## config.mk

```make
export PLATFORM = sky130hd
export DESIGN_NAME = negabase_digit_conversion
export DESIGN_NICKNAME = d
export VERILOG_FILES = /design/src/hdl/nbdc_pkg.sv /design/src/hdl/nbdc_ram.sv /design/src/hdl/negabase_digit_conversion.sv
export SDC_FILE = /design/constraint.sdc
export NUM_CORES = 1
export LEC_CHECK = 0
export BUFFER_PORTS_ARGS = -buffer_cell sky130_fd_sc_hd__clkbuf_2
export CORE_ASPECT_RATIO = 0.6
export CORE_UTILIZATION = 50
export DETAILED_ROUTE_END_ITERATION = 16
export GPL_TIMING_DRIVEN = 1
export PLACE_DENSITY = 0.75
export SYNTH_ARGS = -nofsm -noshare
export SYNTH_HDL_FRONTEND = slang
export SYNTH_SLANG_ARGS = --single-unit
```

## constraint.sdc

```tcl
create_clock -name clk -period 4.64 [get_ports clk]
set_input_delay 0 -clock clk [delete_from_list [all_inputs] [get_ports clk]]
set_output_delay 0 -clock clk [all_outputs]
set_load 0.05 [all_outputs]
```

## src/hdl/nbdc_pkg.sv

```systemverilog
// Package for the negative/positive base digit converter.
// Holds sizes, state and register codes, and the digit-to-ASCII mapping.
// No dependencies.
`timescale 1ns / 1ps

package nbdc_pkg;

    localparam int VALUE_WIDTH = 32;
    localparam int MAX_DIGITS  = 33;

    localparam int MAG_W   = VALUE_WIDTH;
    localparam int BIT_W   = $clog2(MAG_W);
    localparam int CNT_W   = $clog2(MAX_DIGITS + 1);
    localparam int IDX_W   = $clog2(MAX_DIGITS);
    localparam int DIGIT_W = 6;
    localparam int CHAR_W  = 7;
    localparam int CFG_IDX_W  = 2;
    localparam int CFG_DATA_W = 6;

    localparam logic [DIGIT_W-1:0] MAG_MIN   = 6'd2;
    localparam logic [DIGIT_W-1:0] MAG_MAX   = 6'd36;
    localparam logic [DIGIT_W-1:0] DEC_LIMIT = 6'd9;
    localparam logic [CHAR_W-1:0]  ALPHA_OFS = 7'd55;
    localparam logic [CHAR_W-1:0]  ZERO_CHAR = 7'h30;

    localparam logic [CFG_IDX_W-1:0] REG_BASE_MAG = 2'd0;
    localparam logic [CFG_IDX_W-1:0] REG_BASE_NEG = 2'd1;

    typedef enum logic [2:0] {
        ST_IDLE,
        ST_DIV,
        ST_FIX,
        ST_RD,
        ST_OUT
    } state_t;

    function automatic logic [CHAR_W-1:0] to_char(input logic [DIGIT_W-1:0] d);
        logic [CHAR_W-1:0] dx;
        dx = {1'b0, d};
        return (d > DEC_LIMIT) ? (dx + ALPHA_OFS) : (dx + ZERO_CHAR);
    endfunction

endpackage

```

## src/hdl/nbdc_ram.sv

```systemverilog
// Generic single-write, single-read RAM with registered read data.
// Standalone; used as the digit buffer of the converter.
`timescale 1ns / 1ps

module nbdc_ram #(
    parameter int WIDTH = 8,
    parameter int DEPTH = 32
) (
    input  logic                     clk,
    input  logic                     we,
    input  logic [$clog2(DEPTH)-1:0] waddr,
    input  logic [WIDTH-1:0]         wdata,
    input  logic                     re,
    input  logic [$clog2(DEPTH)-1:0] raddr,
    output logic [WIDTH-1:0]         rdata
);

    logic [WIDTH-1:0] mem [DEPTH];

    always_ff @(posedge clk)
    begin
        if (we)
        begin
            mem[waddr] <= wdata;
        end
        if (re)
        begin
            rdata <= mem[raddr];
        end
    end

endmodule

```

## src/hdl/negabase_digit_conversion.sv

```systemverilog
// Radix conversion of an unsigned value to base +B or -B, ASCII digits out.
// Per digit: one quotient bit a cycle on the shared restoring divider, then a
// fix-up step that writes the digit to the buffer RAM. Emission per digit: a
// buffer RAM read, then the output item, which holds while digit_stall is high.
// One item at a time.
// Reset (rst_n low, async): idle, no output, radix reset to -2.
`timescale 1ns / 1ps

module negabase_digit_conversion
    import nbdc_pkg::*;
(
    input  logic                  clk,
    input  logic                  rst_n,
    // input items
    input  logic                  value_valid,
    output logic                  value_stall,
    input  logic [31:0]           value,
    // result items
    output logic                  digit_valid,
    input  logic                  digit_stall,
    output logic [CHAR_W-1:0]     digit_char,
    output logic                  is_last,
    // configuration writes
    input  logic                  cfg_valid,
    output logic                  cfg_ready,
    input  logic [CFG_IDX_W-1:0]  cfg_index,
    input  logic [CFG_DATA_W-1:0] cfg_data
);

    // Configuration registers
    logic [DIGIT_W-1:0] base_mag_reg;
    logic               base_neg_reg;
    logic [DIGIT_W-1:0] mag;

    // Sequencer and datapath
    state_t             state_reg, state_next;
    logic [MAG_W-1:0]   q_reg, q_next;       // dividend shifting out, quotient shifting in
    logic [DIGIT_W-1:0] rem_reg, rem_next;   // partial remainder, always below mag
    logic               sign_reg, sign_next; // sign of the remaining value
    logic [BIT_W-1:0]   bit_reg, bit_next;
    logic [CNT_W-1:0]   cnt_reg, cnt_next;   // digits written so far
    logic [IDX_W-1:0]   ptr_reg, ptr_next;   // emission pointer, counts down

    logic [DIGIT_W:0]   trial;
    logic [DIGIT_W:0]   trial_diff;
    logic               trial_ge;
    logic               fix_up;
    logic [MAG_W-1:0]   new_mag;
    logic               new_sign;
    logic [DIGIT_W-1:0] digit;

    logic               ram_we;
    logic               ram_re;
    logic [DIGIT_W-1:0] ram_rdata;

    localparam logic [BIT_W-1:0] BIT_LAST   = BIT_W'(MAG_W - 1);
    localparam logic [CNT_W-1:0] CNT_LAST   = CNT_W'(MAX_DIGITS - 1);

    assign cfg_ready = 1'b1;

    always_ff @(posedge clk or negedge rst_n)
    begin
        if (!rst_n)
        begin
            base_mag_reg <= MAG_MIN;
            base_neg_reg <= 1'b1;
        end
        else if (cfg_valid && cfg_ready)
        begin
            unique case (cfg_index)
                REG_BASE_MAG: base_mag_reg <= cfg_data;
                REG_BASE_NEG: base_neg_reg <= cfg_data[0];
                default:      ;
            endcase
        end
    end

    // Out-of-range magnitudes clamp to 2..36
    always_comb
    begin
        if (base_mag_reg < MAG_MIN)
            mag = MAG_MIN;
        else if (base_mag_reg > MAG_MAX)
            mag = MAG_MAX;
        else
            mag = base_mag_reg;
    end

    // Restoring divider step: shift next dividend bit into the remainder
    assign trial      = {rem_reg, q_reg[MAG_W-1]};
    assign trial_diff = trial - {1'b0, mag};
    assign trial_ge   = (trial >= {1'b0, mag});

    // Signed step from |v| = Q*mag + R:
    //  v >= 0: digit R, quotient Q (negated for negative radix).
    //  v < 0 : remainder -R; if nonzero, digit mag-R and quotient Q+1.
    // Only negative radix ever makes v negative.
    assign fix_up   = sign_reg && (rem_reg != '0);
    assign new_mag  = q_reg + {{(MAG_W-1){1'b0}}, fix_up};
    assign new_sign = base_neg_reg && !sign_reg && (q_reg != '0);
    assign digit    = fix_up ? (mag - rem_reg) : rem_reg;

    always_ff @(posedge clk or negedge rst_n)
    begin
        if (!rst_n)
        begin
            state_reg <= ST_IDLE;
            bit_reg   <= '0;
            cnt_reg   <= '0;
            ptr_reg   <= '0;
        end
        else
        begin
            state_reg <= state_next;
            bit_reg   <= bit_next;
            cnt_reg   <= cnt_next;
            ptr_reg   <= ptr_next;
        end
    end

    always_ff @(posedge clk)
    begin
        q_reg    <= q_next;
        rem_reg  <= rem_next;
        sign_reg <= sign_next;
    end

    always_comb
    begin
        state_next  = state_reg;
        q_next      = q_reg;
        rem_next    = rem_reg;
        sign_next   = sign_reg;
        bit_next    = bit_reg;
        cnt_next    = cnt_reg;
        ptr_next    = ptr_reg;
        ram_we      = 1'b0;
        ram_re      = 1'b0;
        value_stall = (state_reg != ST_IDLE);
        digit_valid = (state_reg == ST_OUT);

        unique case (state_reg)
            ST_IDLE:
            begin
                if (value_valid)
                begin
                    q_next     = value[MAG_W-1:0];
                    rem_next   = '0;
                    sign_next  = 1'b0;
                    bit_next   = '0;
                    cnt_next   = '0;
                    state_next = ST_DIV;
                end
            end
            ST_DIV:
            begin
                rem_next = trial_ge ? trial_diff[DIGIT_W-1:0] : trial[DIGIT_W-1:0];
                q_next   = {q_reg[MAG_W-2:0], trial_ge};
                bit_next = bit_reg + 1'b1;
                if (bit_reg == BIT_LAST)
                    state_next = ST_FIX;
            end
            ST_FIX:
            begin
                // write digit, reload divider with the new remaining value
                ram_we    = 1'b1;
                cnt_next  = cnt_reg + 1'b1;
                q_next    = new_mag;
                sign_next = new_sign;
                rem_next  = '0;
                bit_next  = '0;
                if ((new_mag == '0) || (cnt_reg == CNT_LAST))
                begin
                    ptr_next   = cnt_reg[IDX_W-1:0];
                    state_next = ST_RD;
                end
                else
                begin
                    state_next = ST_DIV;
                end
            end
            ST_RD:
            begin
                ram_re     = 1'b1;
                state_next = ST_OUT;
            end
            ST_OUT:
            begin
                if (!digit_stall)
                begin
                    if (ptr_reg == '0)
                    begin
                        state_next = ST_IDLE;
                    end
                    else
                    begin
                        ptr_next   = ptr_reg - 1'b1;
                        state_next = ST_RD;
                    end
                end
            end
            default:
            begin
                state_next = ST_IDLE;
            end
        endcase
    end

    // Digit buffer, least significant digit at index 0
    nbdc_ram #(
        .WIDTH (DIGIT_W),
        .DEPTH (MAX_DIGITS)
    ) u_digit_buf (
        .clk   (clk),
        .we    (ram_we),
        .waddr (cnt_reg[IDX_W-1:0]),
        .wdata (digit),
        .re    (ram_re),
        .raddr (ptr_reg),
        .rdata (ram_rdata)
    );

    // Read data holds while stalled: the RAM reads only in ST_RD
    assign digit_char = to_char(ram_rdata);
    assign is_last    = (ptr_reg == '0);

endmodule

```

==> qor.csv <==
stage,metric,value,unit
floorplan,die_h,130,um
yosys,synth.area.top_cells,"edfxtp_1 (54%), mux4_2 (9.9%), dfrtp_1 (4.6%)",
cells_and_area,area.growth.synth_to_final,14.3,%
critical_path,start_kind,flip-flop,
yosys,yosys_most_used_dff,edfxtp_1,
yosys,synth_cell_types,68,
clock_network,cts_tree,yes,
timing,setup_viol_count_final,0,
floorplan,dieWidth,215,um
grt,grt_pass1_wl,52400,um
cells_and_area,finalNonFillerCells,1528,
yosys,netlist.area_leader.share,53.5,%
drt,drt_wl_total,34200,um
grt,grt_start_max_net_pins,86,
critical_path,cp.arrival,4.77,ns
pwr,peakVddDrop,416,uV
grt,first_global_vias,8761,
critical_path,reg2reg_from,rem_reg[0]$_SDFFCE_PN0P_,
critical_path,ff2ff_path_depth,13,
yosys,yosysMostFrequentCell,edfxtp_1,
critical_path,crit_fanout,8,
timing,fin_tns_setup,0,ns
yosys,syn_inst,1078,
yosys,ys_warn_count,0,
timing,tightest_slew,1.07,ns
status,status,finished clean,
floorplan,dieArea,0.0280,mm^2
pwr,finalPower,10400,uW
floorplan,coreArea,0.0266,mm^2
timing,skew,0.0114,ns
cells_and_area,register_area,0.00798,mm^2
cells_and_area,largest_reg_flops,198,
cells_and_area,multiInputGateArea,0.00526,mm^2
cells_and_area,fillers,2085,
yosys,synth_area,0.0136,mm^2
critical_path,crit_path_end_kind,flip-flop,
timing,fin_crit_sh,92.6,%
yosys,synth_area_leader_cell,edfxtp_1,
place,hpwlAfterDp,23200,um
critical_path,path_class,flip-flop to flip-flop,
place,placed_cells,1433,
drt,drc_errors,0,
critical_path,rr_endpoint,ptr_reg[3]$_DFFE_PN0P_,
yosys,synth_nets,1148,
clock_network,cts_root_buf,clkbuf_16,
clock_network,cts_max_level,1,
yosys,yosys_register_bits,270,
yosys,yosysSeqAreaShare,58.5,%
hold_path,hp-class,primary input to asynchronous set/reset pin,
critical_path,regToRegSetupSlack,0.34,ns
yosys,syn_avg_cell_area,12.6,um^2
clock_network,numCtsBuffers,25,
timing,max_freq,233,MHz
drt,drtIter0Drc,1216,
timing,slew_violations,0,
place,dpl-instance-area,0.0142,mm^2
cells_and_area,drive_above_1_share,17.7,%
grt,grt-ovfl-total,0,
pwr,leakagePower,0.00535,uW
timing,layout_min_cycle_time,4.30,ns
yosys,synth_edf_count,243,
drt,via_per_inst,6.15,
drt,vias,9404,
flow_run,cap_violations,0,
floorplan,io_pins,56,
drt,drtAntennaViolNets,0,
place,routabilityCongestion,1.00,
place,io_buffers,54,
timing,hold_viol_final,0,
drt,wl_per_cell,22.4,um
clock_network,clock_path_buffers,3,
yosys,netlist_top_cells_count,"edfxtp_1 (243), nor2_1 (129), nand2_1 (72)",
cells_and_area,final_area,0.0156,mm^2
timing,slew_headroom,28.2,%
clock_network,clk_latency,0.54,ns
floorplan,initial_utilization,51.3,%
clock_network,cts_sinks,270,
clock_network,post_cts_buffers,0,
pwr,p_per_area,665,mW/mm^2
cells_and_area,num_antenna_cells,0,
timing,rsz0062_at_grt,false,
critical_path,cp.required,5.12,ns
grt,grt_usage,25.0,%
drt,drt_pass1_iterations,6,
yosys,async_flop_share,10.0,%
cells_and_area,fin_nets,1220,
floorplan,rows,46,
clock_network,clk_pin_slew_worst_paths,0.07,ns
grt,antenna_found_initial,2,
metrics by stage:
step                hold WS [ns]  worst slack (ns)  util [%]
CTS                       0.0610             0.359      58.6
global route               0.102            0.0217      58.6
detailed placement        0.0895             0.391      53.4
finish                    0.0487             0.343      58.6
global placement          0.0830             0.554      53.4
floorplan                 -0.296             0.612         -
layout by cell type (no fill, tap or decap), types with 8 or more instances in the layout:
master	n
xor2_1	20
and3_1	8
dfrtp_1	21
xnor2_1	26
a21oi_1	63
nand2_1	72
nand4_1	15
mux4_2	60
inv_1	33
mux2i_1	11
nor4_1	14
buf_4	16
o22ai_1	28
or3_1	9
dlygate4sd3_1	50
o21ai_0	53
clkbuf_16	25
clkbuf_2	54
ha_1	23
nor2_1	129
nand3_1	23
a31oi_1	9
a22oi_1	10
nor3_1	14
edfxtp_1	243
power breakdown:
part / leakage, uW / internal (uW) / total, uW / switching, uW
Combinational: 0.00236 / 1410 / 3890 / 2480
Sequential: 0.00258 / 3620 / 4260 / 645
Clock: 0.000413 / 1280 / 2210 / 931
final cells by class:
type | count | area share [%]
multi-input combinational | 699 | 33.8
clock inverter | 17 | 1.49
timing repair buffer | 120 | 5.72
clock buffer | 28 | 4.09
inverter | 34 | 0.819
tap | 360 | 2.89
sequential | 270 | 51.2
worst max-delay path by stage:
stage / slack [ns] / cells past startpoint / startpoint / end
floorplan: 0.61 / 15 / rem_reg[0]$_SDFFCE_PN0P_ / ptr_reg[2]$_DFFE_PN0P_
global placement: 0.55 / 13 / rem_reg[0]$_SDFFCE_PN0P_ / ptr_reg[2]$_DFFE_PN0P_
detailed placement: 0.39 / 13 / rem_reg[0]$_SDFFCE_PN0P_ / ptr_reg[2]$_DFFE_PN0P_
CTS: 0.36 / 13 / rem_reg[0]$_SDFFCE_PN0P_ / ptr_reg[2]$_DFFE_PN0P_
global route: 0.02 / 13 / rem_reg[0]$_SDFFCE_PN0P_ / ptr_reg[1]$_DFFE_PN0P_
finish: 0.34 / 13 / rem_reg[0]$_SDFFCE_PN0P_ / ptr_reg[3]$_DFFE_PN0P_
critical path, cell delays in order (launching register included):
cell	delay, ns
edfxtp_1	0.50
or4_1	0.59
o31ai_1	0.35
inv_1	0.20
ha_1	0.30
ha_1	0.30
nand3_1	0.26
nor2_1	0.14
a21oi_1	0.16
a21oi_1	0.07
or3_1	0.40
nor4_4	0.50
or2_1	0.28
a22o_1	0.18
routing by layer:
layer  GRT usage [%]  up-vias  part of all wire [%]
met1            39.6     4605                    47
met4            3.92        0                   1.3
met3            9.35       34                    13
met2            32.7      488                    39
met5               0        -                     0
li1                -     4277                     -
cells by family (layout without fill, tap and decap cells):
logic type               after synthesis  in the layout  share of synthesized area, %
other                                  1              1                        0.0275
AO/OA/AOI/OAI                        220            220                          9.84
XOR/XNOR                              47             47                          3.02
multiplexers                          78             78                          11.3
adder cells (fa/ha/maj)               25             25                          2.40
AND/OR/NAND/NOR                      328            328                          11.8
buffers and inverters                109            199                          3.14
flip-flops                           270            270                          58.5
what timing repair did:
item / 4_1_cts / 5_1_grt
hold buffers: 50 / 0
resized for setup: 0 / 0
endpoints found under the setup margin: 0 / 2
endpoints found under the hold margin: 74 / 0
Power figures use the tool's default switching activity.
